### config.mk
export PLATFORM = sky130hd
export DESIGN_NAME = stable_priority_queue
export DESIGN_NICKNAME = d
export VERILOG_FILES = /design/src/spq_pkg.sv /design/src/stable_priority_queue.sv /design/src/spq_ram.sv /design/src/spq_datapath.sv /design/src/spq_ctrl.sv
export SDC_FILE = /design/constraint.sdc
export NUM_CORES = 1
export LEC_CHECK = 0
export BUFFER_PORTS_ARGS = -buffer_cell sky130_fd_sc_hd__buf_2
export CELL_PAD_IN_SITES_DETAIL_PLACEMENT = 1
export CELL_PAD_IN_SITES_GLOBAL_PLACEMENT = 2
export CORE_MARGIN = 2
export CORE_UTILIZATION = 30
export CTS_BUF_LIST = sky130_fd_sc_hd__clkbuf_2
export DETAILED_ROUTE_END_ITERATION = 8
export PLACE_DENSITY = 0.53
export SYNTH_ARGS = -nofsm -noshare
export SYNTH_HDL_FRONTEND = slang
export SYNTH_SLANG_ARGS = --single-unit
### constraint.sdc
create_clock -name clk_i -period 5.2 [get_ports clk_i]
set_input_delay 0.78 -clock clk_i [delete_from_list [all_inputs] [get_ports clk_i]]
set_output_delay 0.78 -clock clk_i [all_outputs]
set_load 0.05 [all_outputs]
### src/spq_pkg.sv
// Shared types, constants and codes of the stable priority queue.
// Used by the controller, the datapath and the top level; depends on nothing.
package spq_pkg;

  localparam int unsigned DepthDef     = 16;
  localparam int unsigned PrioBitsDef  = 8;
  localparam int unsigned PrioReqWidth = 8;
  localparam int unsigned ElemWidth    = 32;

  // Command codes carried on command_i.
  localparam logic CMD_INSERT = 1'b0;
  localparam logic CMD_REMOVE = 1'b1;

  typedef enum logic [1:0] {
    ST_OK    = 2'd0,
    ST_FULL  = 2'd1,
    ST_EMPTY = 2'd2
  } status_e;

  // Commands from the controller to the datapath.
  typedef struct packed {
    logic    load;     // capture a new item, index takes the entry count
    logic    rd_en;    // read a slot
    logic    rd_head;  // read the head slot rather than the one below the index
    logic    wr_en;    // write the slot at the index
    logic    wr_new;   // write the new entry rather than the moved one
    logic    idx_dec;  // step the index one slot towards the head
    logic    push;     // one more entry stored
    logic    pop;      // head entry taken out
    logic    finish;   // publish the result
    status_e fin_status;
  } spq_cmd_t;

  // Status from the datapath to the controller.
  typedef struct packed {
    logic is_remove;
    logic empty;
    logic full;
    logic idx_zero;
    logic rd_gt;      // slot read last cycle has a greater priority
  } spq_stat_t;

endpackage

### src/stable_priority_queue.sv
// Top level of the stable priority queue: controller plus datapath.
// Needs spq_pkg, spq_ctrl, spq_datapath and spq_ram.
//
//   Channel  | Handshake                  | Payload
//   ---------+----------------------------+-----------------------------------
//   request  | start in, busy out         | command_i, priority_req_i, element_i
//   result   | done_o, one-cycle strobe   | status_o, element_out_o
//
// Each item yields exactly one result, shown on status_o and element_out_o for
// the single cycle in which done_o is high. The receiver cannot stall, so the
// result is simply presented and gone.
// An insert into a full queue or a remove from an empty one is finished in the
// dispatch state, and any other remove reads the head slot there and is finished
// in the pop state. An insert walks through the k stored entries of strictly
// greater priority; each of the k entries is read and moved one slot towards the
// tail through the single read and write port of the slot RAM, and the entry that
// stops the walk costs one further read.
// busy is high from acceptance until the result is registered, so a new item
// may be accepted in the same cycle as the previous result is strobed.
// Reset clears the entry count, the head pointer and the controller; slot
// contents are left alone, as only slots below the entry count are ever read.
module stable_priority_queue
  import spq_pkg::*;
#(
  parameter int unsigned DEPTH         = DepthDef,
  parameter int unsigned PRIORITY_BITS = PrioBitsDef
) (
  input  logic                    clk_i,
  input  logic                    rst_ni,
  input  logic                    start,
  output logic                    busy,
  input  logic                    command_i,
  input  logic [PrioReqWidth-1:0] priority_req_i,
  input  logic [ElemWidth-1:0]    element_i,
  output logic                    done_o,
  output logic [1:0]              status_o,
  output logic [ElemWidth-1:0]    element_out_o
);

  // The controller sequences each item; the datapath keeps the entries
  // sorted in a ring of slots whose head holds the lowest priority value.
  spq_cmd_t  cmd;
  spq_stat_t stat;

  spq_ctrl u_ctrl (
    .clk_i (clk_i),
    .rst_ni(rst_ni),
    .start (start),
    .busy  (busy),
    .stat_i(stat),
    .cmd_o (cmd)
  );

  // An insert walks from the tail towards the head, moving every entry with
  // a greater priority up by one slot, and drops the new entry into the gap.
  // Entries of equal priority are never passed, which keeps them in arrival
  // order. A remove reads the head slot and advances the head pointer.
  spq_datapath #(
    .DEPTH        (DEPTH),
    .PRIORITY_BITS(PRIORITY_BITS)
  ) u_datapath (
    .clk_i         (clk_i),
    .rst_ni        (rst_ni),
    .cmd_i         (cmd),
    .stat_o        (stat),
    .command_i     (command_i),
    .priority_req_i(priority_req_i),
    .element_i     (element_i),
    .done_o        (done_o),
    .status_o      (status_o),
    .element_out_o (element_out_o)
  );

endmodule

### src/spq_ram.sv
// Generic single-write, single-read RAM with a registered read port.
// Stand-alone; used by the queue datapath for the slot store.
module spq_ram #(
  parameter int unsigned WIDTH = 40,
  parameter int unsigned DEPTH = 16
) (
  input  logic                     clk_i,
  input  logic                     we_i,
  input  logic [$clog2(DEPTH)-1:0] waddr_i,
  input  logic [WIDTH-1:0]         wdata_i,
  input  logic                     re_i,
  input  logic [$clog2(DEPTH)-1:0] raddr_i,
  output logic [WIDTH-1:0]         rdata_o
);

  logic [WIDTH-1:0] mem_q [DEPTH];
  logic [WIDTH-1:0] rdata_q;

  always_ff @(posedge clk_i) begin
    if (we_i) begin
      mem_q[waddr_i] <= wdata_i;
    end
    if (re_i) begin
      rdata_q <= mem_q[raddr_i];
    end
  end

  assign rdata_o = rdata_q;

endmodule

### src/spq_datapath.sv
// Datapath of the stable priority queue: slot RAM used as a ring, head
// pointer, entry count, scan index and result registers. Needs spq_pkg, spq_ram.
module spq_datapath
  import spq_pkg::*;
#(
  parameter int unsigned DEPTH         = DepthDef,
  parameter int unsigned PRIORITY_BITS = PrioBitsDef
) (
  input  logic                    clk_i,
  input  logic                    rst_ni,
  input  spq_cmd_t                cmd_i,
  output spq_stat_t               stat_o,
  input  logic                    command_i,
  input  logic [PrioReqWidth-1:0] priority_req_i,
  input  logic [ElemWidth-1:0]    element_i,
  output logic                    done_o,
  output logic [1:0]              status_o,
  output logic [ElemWidth-1:0]    element_out_o
);

  localparam int unsigned AW = $clog2(DEPTH);
  localparam int unsigned CW = $clog2(DEPTH + 1);
  localparam int unsigned DW = PRIORITY_BITS + ElemWidth;

  logic                     cmd_q;
  logic [PRIORITY_BITS-1:0] pri_q;
  logic [ElemWidth-1:0]     elem_q;
  logic [CW-1:0]            idx_q;
  logic [CW-1:0]            count_q, count_d;
  logic [AW-1:0]            head_q, head_d;
  status_e                  status_q;
  logic [ElemWidth-1:0]     elem_out_q;
  logic                     done_q;

  logic [CW-1:0]            idx_m1;
  logic [AW-1:0]            rd_off;
  logic [AW:0]              rd_sum, wr_sum;
  logic [AW-1:0]            rd_addr, wr_addr;
  logic [DW-1:0]            wr_data, rd_data;
  logic [PRIORITY_BITS-1:0] rd_pri;
  logic [ElemWidth-1:0]     rd_elem;

  // Slot addresses are offsets from the head, wrapped round the ring.
  assign idx_m1  = idx_q - 1'b1;
  assign rd_off  = cmd_i.rd_head ? '0 : idx_m1[AW-1:0];
  assign rd_sum  = {1'b0, head_q} + {1'b0, rd_off};
  assign wr_sum  = {1'b0, head_q} + {1'b0, idx_q[AW-1:0]};
  assign rd_addr = (rd_sum >= (AW+1)'(DEPTH)) ? AW'(rd_sum - (AW+1)'(DEPTH)) : rd_sum[AW-1:0];
  assign wr_addr = (wr_sum >= (AW+1)'(DEPTH)) ? AW'(wr_sum - (AW+1)'(DEPTH)) : wr_sum[AW-1:0];

  assign rd_pri  = rd_data[DW-1:ElemWidth];
  assign rd_elem = rd_data[ElemWidth-1:0];
  assign wr_data = cmd_i.wr_new ? {pri_q, elem_q} : rd_data;

  spq_ram #(
    .WIDTH(DW),
    .DEPTH(DEPTH)
  ) u_slots (
    .clk_i  (clk_i),
    .we_i   (cmd_i.wr_en),
    .waddr_i(wr_addr),
    .wdata_i(wr_data),
    .re_i   (cmd_i.rd_en),
    .raddr_i(rd_addr),
    .rdata_o(rd_data)
  );

  always_comb begin
    count_d = count_q;
    head_d  = head_q;
    if (cmd_i.push) begin
      count_d = count_q + 1'b1;
    end
    if (cmd_i.pop) begin
      count_d = count_q - 1'b1;
      head_d  = (head_q == AW'(DEPTH - 1)) ? '0 : head_q + 1'b1;
    end
  end

  always_ff @(posedge clk_i or negedge rst_ni) begin
    if (!rst_ni) begin
      count_q <= '0;
      head_q  <= '0;
      done_q  <= 1'b0;
    end else begin
      count_q <= count_d;
      head_q  <= head_d;
      done_q  <= cmd_i.finish;
    end
  end

  always_ff @(posedge clk_i) begin
    if (cmd_i.load) begin
      cmd_q  <= command_i;
      pri_q  <= PRIORITY_BITS'(priority_req_i);
      elem_q <= element_i;
      idx_q  <= count_q;
    end else if (cmd_i.idx_dec) begin
      idx_q  <= idx_m1;
    end
    if (cmd_i.finish) begin
      status_q   <= cmd_i.fin_status;
      elem_out_q <= cmd_i.pop ? rd_elem : '0;
    end
  end

  assign stat_o.is_remove = (cmd_q == CMD_REMOVE);
  assign stat_o.empty     = (count_q == '0);
  assign stat_o.full      = (count_q == CW'(DEPTH));
  assign stat_o.idx_zero  = (idx_q == '0);
  assign stat_o.rd_gt     = (rd_pri > pri_q);

  assign done_o        = done_q;
  assign status_o      = status_q;
  assign element_out_o = elem_out_q;

endmodule

### src/spq_ctrl.sv
// Controller state machine of the stable priority queue.
// Drives the datapath through spq_cmd_t and watches spq_stat_t; needs spq_pkg.
module spq_ctrl
  import spq_pkg::*;
(
  input  logic      clk_i,
  input  logic      rst_ni,
  input  logic      start,
  output logic      busy,
  input  spq_stat_t stat_i,
  output spq_cmd_t  cmd_o
);

  typedef enum logic [2:0] {
    S_IDLE,
    S_DISPATCH,
    S_SCAN,
    S_CMP,
    S_POP
  } state_e;

  state_e state_q, state_d;
  logic   busy_q, busy_d;

  always_comb begin
    state_d = state_q;
    busy_d  = busy_q;
    cmd_o   = '0;
    cmd_o.fin_status = ST_OK;
    unique case (state_q)
      S_IDLE: begin
        if (start && !busy_q) begin
          cmd_o.load = 1'b1;
          busy_d     = 1'b1;
          state_d    = S_DISPATCH;
        end
      end
      S_DISPATCH: begin
        if (stat_i.is_remove) begin
          if (stat_i.empty) begin
            cmd_o.finish     = 1'b1;
            cmd_o.fin_status = ST_EMPTY;
          end else begin
            cmd_o.rd_en   = 1'b1;
            cmd_o.rd_head = 1'b1;
          end
        end else if (stat_i.full) begin
          cmd_o.finish     = 1'b1;
          cmd_o.fin_status = ST_FULL;
        end
        if (cmd_o.finish) begin
          busy_d  = 1'b0;
          state_d = S_IDLE;
        end else begin
          state_d = stat_i.is_remove ? S_POP : S_SCAN;
        end
      end
      S_SCAN: begin
        if (stat_i.idx_zero) begin
          cmd_o.wr_en  = 1'b1;
          cmd_o.wr_new = 1'b1;
          cmd_o.push   = 1'b1;
          cmd_o.finish = 1'b1;
          busy_d       = 1'b0;
          state_d      = S_IDLE;
        end else begin
          cmd_o.rd_en = 1'b1;
          state_d     = S_CMP;
        end
      end
      S_CMP: begin
        cmd_o.wr_en = 1'b1;
        if (stat_i.rd_gt) begin
          cmd_o.idx_dec = 1'b1;
          state_d       = S_SCAN;
        end else begin
          cmd_o.wr_new = 1'b1;
          cmd_o.push   = 1'b1;
          cmd_o.finish = 1'b1;
          busy_d       = 1'b0;
          state_d      = S_IDLE;
        end
      end
      S_POP: begin
        cmd_o.pop    = 1'b1;
        cmd_o.finish = 1'b1;
        busy_d       = 1'b0;
        state_d      = S_IDLE;
      end
      default: begin
        busy_d  = 1'b0;
        state_d = S_IDLE;
      end
    endcase
  end

  always_ff @(posedge clk_i or negedge rst_ni) begin
    if (!rst_ni) begin
      state_q <= S_IDLE;
      busy_q  <= 1'b0;
    end else begin
      state_q <= state_d;
      busy_q  <= busy_d;
    end
  end

  assign busy = busy_q;

endmodule

### Word-level counts from Yosys, hierarchy flattened

Memory sizes are Yosys's and may differ from the RTL's. A register that Yosys moved wholly into a read port is not among the register bits.
Index checks and enable logic that the tools add are counted.

| word-level totals | value |
|---|---|
| flip-flop bits (word level) | 94 |
| memory bits (writable) | 640 |
| input port bits | 44 |
| output and inout port bits | 36 |
| memories | 1 |

| cells by class | value |
|---|---|
| $add $sub $neg | 8 |
| magnitude comparators | 3 |
| equality and inequality tests | 10 |
| multiplexer cells | 42 |
| reductions and logical operators | 8 |

Memory list:

| memory | words | width | read ports | clocked after Yosys merged registers in | write ports | RTL line | source |
|---|---|---|---|---|---|---|---|
| u_datapath.u_slots.mem_q | 16 | 40 | 1 | 1 | 1 | spq_ram.sv:16 | `logic [WIDTH-1:0] mem_q [DEPTH];` |

Operators with widths:

| kind | count |
|---|---|
| $mux W40 | 1 |
| $mux W3 | 7 |
| $mux W5 | 4 |
| $mux W4 | 4 |
| $mux W1 | 15 |
| $pmux W3 S4 | 1 |
| $add A4 B4 Y5 | 2 |
| $ge A5 B5 Y1 const B | 2 |
| $logic_not A5 Y1 | 2 |
| $mux W2 | 5 |
| $sub A5 B1 Y5 const B | 2 |
| $gt A8 B8 Y1 | 1 |
| $pmux W1 S4 | 2 |
| $sub A4 B1 Y4 const B | 2 |
| $eq A3 B2 Y1 const B | 2 |
| $add A5 B1 Y5 const B | 1 |
| $eq A5 B5 Y1 const B | 1 |
| $add A4 B1 Y4 const B | 1 |
| $eq A4 B4 Y1 const B | 1 |
| $ne A2 B1 Y1 const B | 2 |
| $ne A2 B2 Y1 const B | 2 |
| $pmux W1 S2 | 2 |
| $pmux W2 S2 | 1 |
| $reduce_and A4 Y1 | 1 |
| 6 further kinds | 7 |

### Longest topological paths before layout

| depth | value |
|---|---|
| depth after elaboration | 8 |
| depth in mapped cells | 12 |
| gate-level depth less buffers | 10 |

### Cells and area by module

Synthesis repeated with hierarchy kept, for this count alone.

| unflattened totals | value |
|---|---|
| cells, all modules | 1363 |
| area total of the unflattened synthesis | 30045.1 sq um |

Modules (own cells, without submodules):

| module | times used | cells each | area an instance (sq um) |
|---|---|---|---|
| spq_ram | 1 | 1040 | 25532.0 |
| spq_datapath | 1 | 282 | 4176.5 |
| spq_ctrl | 1 | 41 | 336.6 |

### Worst setup path after synthesis

OpenSTA, ideal clock, no wires.

| timing | value |
|---|---|
| path kind | reg-to-reg |
| from | register u_ctrl.state_q[1] |
| to | register u_datapath.u_slots.rdata_q[0] (netlist: u_datapath.u_slots.rdata_o[0]) (read register of u_datapath.u_slots.mem_q), enable pin |
| setup time | 493 ps |
| arrival time | 3567 ps |
| slack | 1140 ps |
| stages on the path, launching flop included | 4 |
| buffers on the path | 0 |
| clock period less this slack | 4060 ps |
| cells stage by stage | dfrtp_1 nor2_1 nand2_1 o21ai_0 |

RTL lines:

| what | RTL line | source |
|---|---|---|
| start: declaration | spq_ctrl.sv:22 | `state_e state_q, state_d;` |
| start signal: assignment | spq_ctrl.sv:102 | `state_q <= state_d;` |
| end: declaration | spq_ram.sv:17 | `logic [WIDTH-1:0] rdata_q;` |

### Worst setup path in the final report

| timing | value |
|---|---|
| from | register u_datapath.count_q[0] |
| to | register u_datapath.u_slots.rdata_q[38] (netlist: u_datapath.u_slots.rdata_o[38]) (read register of u_datapath.u_slots.mem_q) (data pin) |

| between the ends | value |
|---|---|
| word-level cells in the longest chain between the ends | 8 |
| elaborated cells on any way between the ends | 10 |
| classes of those cells | add/sub (2); order compare (1); mux (6); reduce/logical (1) |

RTL lines:

| what | RTL line | source |
|---|---|---|
| start: declaration | spq_datapath.sv:29 | `logic [CW-1:0] count_q, count_d;` |
| start signal: assignment | spq_datapath.sv:86 | `count_q <= count_d;` |
| $logic_not A5 Y1 (*) | spq_datapath.sv:108 | `assign stat_o.empty = (count_q == '0);` |
| $mux W2 (*) | spq_ctrl.sv:40 | `if (stat_i.empty) begin` |
| $mux W2 (*) | spq_ctrl.sv:39 | `if (stat_i.is_remove) begin` |
| $mux W1 | spq_ctrl.sv:30 | `unique case (state_q)` |
| $mux W4 | spq_datapath.sv:45 | `assign rd_off = cmd_i.rd_head ? '0 : idx_m1[AW-1:0];` |
| $add A4 B4 Y5 | spq_datapath.sv:46 | `assign rd_sum = {1'b0, head_q} + {1'b0, rd_off};` |
| $sub A4 B1 Y4 or $ge A5 B5 Y1 (tied branches) | spq_datapath.sv:48 | `assign rd_addr = (rd_sum >= (AW+1)'(DEPTH)) ? AW'(rd_sum - (AW+1)'(DEPTH)) : rd_sum[AW-1:0];` |
| $mux W4 | spq_datapath.sv:48 |  |

Every way passes the cells marked *; elsewhere a longest branch is shown, timed or not.
A chain may end at the register's enable or synchronous reset.

==> results.cfg <==
[run_status]
status = completed

[timing]
setup_tns_ps = 0
setup_violations = 0
skew_ps = 126.8
max_freq_mhz = 257.9
finalHoldViolCount = 0
min_period_ps = 3877
timing.hold.ws_ps = 333.6
post-route-period-util_pct = 74.56
finalWorstSetupSlack_ps = 1323
rsz0062_at_grt = no
drv_slew = 0
slew_headroom_pct = 34.13
max_slew.worst_pin.slew_ps = 988.1

[global_routing]
first_global_vias = 17526
grt_max_degree = 80
gr-total-overflow = 0
grt_util_all_layers_pct = 15.88
antenna_found_initial = 4
grt_pass1_wl_mm = 117.6

[yosys]
synth_top_family_by_area = multiplexers
synth_mux_area_share_pct = 13.74
syn_area_mm2 = 0.02990
synth_seq_cells = 774
syn_nets = 1512
ys_seq_area_share_pct = 77.49
syn_inst = 1446
yosys.area_share.xor_xnor_pct = 0.5816
synthAdderAreaFrac_pct = 0.9959
synth_compound_area_share_pct = 0.7071
synth.avg_cell_area_um2 = 20.68
yosysUniqueCellTypes = 40
synth_simple_gate_area_share_pct = 5.197
ys.warnings.count = 0

[floorplanning]
die_y_um = 319.7
core_mm2 = 0.09856
initial_core_util_pct = 30.34
num_rows = 115
ios = 80
die_w_um = 319.7
design.die.area_mm2 = 0.1022

[placement]
placed_area_mm2 = 0.03237
portBuffers = 79
pre_cts_slack_ps = 1314
finalWeightedCongestion = 0.6989
hpwl_mm = 41.05

[critical_path]
critical-path-top-delay-family = simple AND/OR/NAND/NOR gates
cp.buffers_inverters = 1
critPathLaunchType = register
worstSetupEndpointType = register
path_class = register to register
critPathRequiredTime_ps = 6280
slowest_delay_ps = 560
cpMaxStageDelayCell = or4_1
arrival_ps = 4960
cp_max_fo = 79
worstPathCellList = or4_1 > o2111a_2 > nor2_1 > ha_1 > a21o_1 > a21oi_1 > xor2_1 > xnor2_2 > buf_12 > and3_1 > a31oi_1

[final_layout]
area_growth_pct = 17.48
stdcell_area_mm2 = 0.03513
layout-drive-gt1-share_pct = 35.10
layout.nets = 1843

[routing]
drc = 0
viasPerCell = 4.830
routed_wl_mm = 79.66
ant_nets = 0
vias = 15638
drt_iter0_markers = 906
wl_per_cell_um = 24.60
drtPass1Iterations = 5

[cts]
cts_tree = built
cts-root-buf = clkbuf_2
clk_pin_slew_ps = 100
cts_hold_buf = 85
clock_latency_ps = 1430
cts_buffer_depth = 3
cts_setup_buffers = 0
cts_sinks = 774
cts_buffers = 204
cts_htree_levels = 4
postCtsResizedCells = 0

[flow_run]
drv.max_cap_violation_count = 0

[hold_path]
hold_class = input port to register
through the flow:
stage	instances	utilization [%]
final	3238	35.64
after global routing	3238	35.64
after CTS	3233	35.63
after detailed placement	2773	32.84
after global placement	2773	32.84
after floorplan	1446	-
Yosys cell counts (all sizes together):
master	instances	area, um^2
edfxtp	760	22820
mux4	160	3603
nand3	158	790.8
clkbuf	51	191.4
mux2	44	495.5
nand4	42	262.8
and2	32	200.2
nor2	29	116.4
buf	28	136.4
nand2	20	75.07
ha	19	237.7
inv	15	56.30
dfrtp	14	350.3
xnor2	14	122.6
a21oi	12	60.06
o21ai	10	50.04
xor2	5	51.30
a31oi	4	25.02
a21o	3	22.52
fa	3	60.06
nand2b	3	18.77
nand3b	3	22.52
nor3b	3	22.52
nor2b	2	12.51
o211ai	2	15.01
or4	2	15.01
a211o	1	8.760
a22o	1	8.760
and3	1	6.260
mux2i	1	10.01
nor3	1	5.000
nor4	1	6.260
o2111a	1	12.51
o221ai	1	8.760
cell families (layout without fill, tap and decap cells):
logic type,after synthesis,in the layout
other,0,5
buffers and inverters,94,594
and+or+nand+nor,297,297
xor gates and xnor gates,19,19
DFF,774,774
muxes,205,205
AOI/OAI and AO/OA,35,35
adders and majority gates,22,22
tightest hold or removal path: cells and delay by family:
family | cells | cell delay (ps)
buf+inv | 2 | 620
compound gates | 1 | 120
simple gates | 2 | 120
layer usage:
layer / global-route usage [%] / share of wire, %
met3: 3.293 / 3.9
met2: 26.49 / 50
met4: 5.136 / 1.7
met1: 20.72 / 44
met5: 0 / 0
cell type report:
| cell class | instances | area (um^2) |
|---|---|---|
| fillers | 9835 | 63430 |
| clock buffers | 311 | 1556 |
| well taps | 1287 | 1610 |
| multi-input cells | 578 | 6561 |
| repair buffers | 204 | 1822 |
| diodes | 5 | 12.51 |
| flip-flops and latches | 774 | 23170 |
| clock inverters | 64 | 337.8 |
| inverters | 15 | 56.30 |
state kept, by name, indices dropped and copies added, names as in the netlist, 2 cells and up:
signal and flops:
u_datapath.u_slots.rdata_o 40, u_datapath.elem_q 32, u_datapath.status_o 2, u_datapath.element_out_o 32, u_datapath.idx_q 5, u_datapath.u_slots.mem_q 640
u_ctrl.state_q 3, u_datapath.count_q 5, u_datapath.head_q 4, u_datapath.pri_q 8
final timing paths:
| path | cells past startpoint | slack [ps] | from | endpoint |
|---|---|---|---|---|
| min in group asynchronous | 3 | 550 | rst_ni | u_ctrl.state_q[2]$_DFFE_PN0N_ |
| worst min register to register | 1 | 550 | u_datapath.u_slots.rdata_o[30]$_DFFE_PP_ | u_datapath.element_out_o[30]$_SDFFCE_PN0P_ |
| worst max-delay path | 11 | 1320 | u_datapath.count_q[0]$_DFFE_PN0P_ | u_datapath.u_slots.rdata_o[38]$_DFFE_PP_ |
| worst min-delay path | 5 | 330 | start | u_ctrl.busy$_DFFE_PN0P_ |
| max in group asynchronous | 3 | 4150 | rst_ni | u_datapath.count_q[4]$_DFFE_PN0P_ |
| worst max register to register | 11 | 1320 | u_datapath.count_q[0]$_DFFE_PN0P_ | u_datapath.u_slots.rdata_o[38]$_DFFE_PP_ |
cell usage in the layout (no fill, tap or decap), types with 19 or more instances in the layout:
master	Yosys	routed
edfxtp_1	760	760
clkbuf_2	0	311
mux4_2	160	160
nand3_1	158	158
dlygate4sd3_1	0	85
buf_2	13	79
mux2_2	44	44
clkinv_1	0	44
nand4_1	42	42
and2_1	32	32
buf_12	0	22
nand2_1	20	19
Power is left out: the tool's default activity adds up to more than one toggle a clock period on the data nets, which glitch-free logic cannot reach.
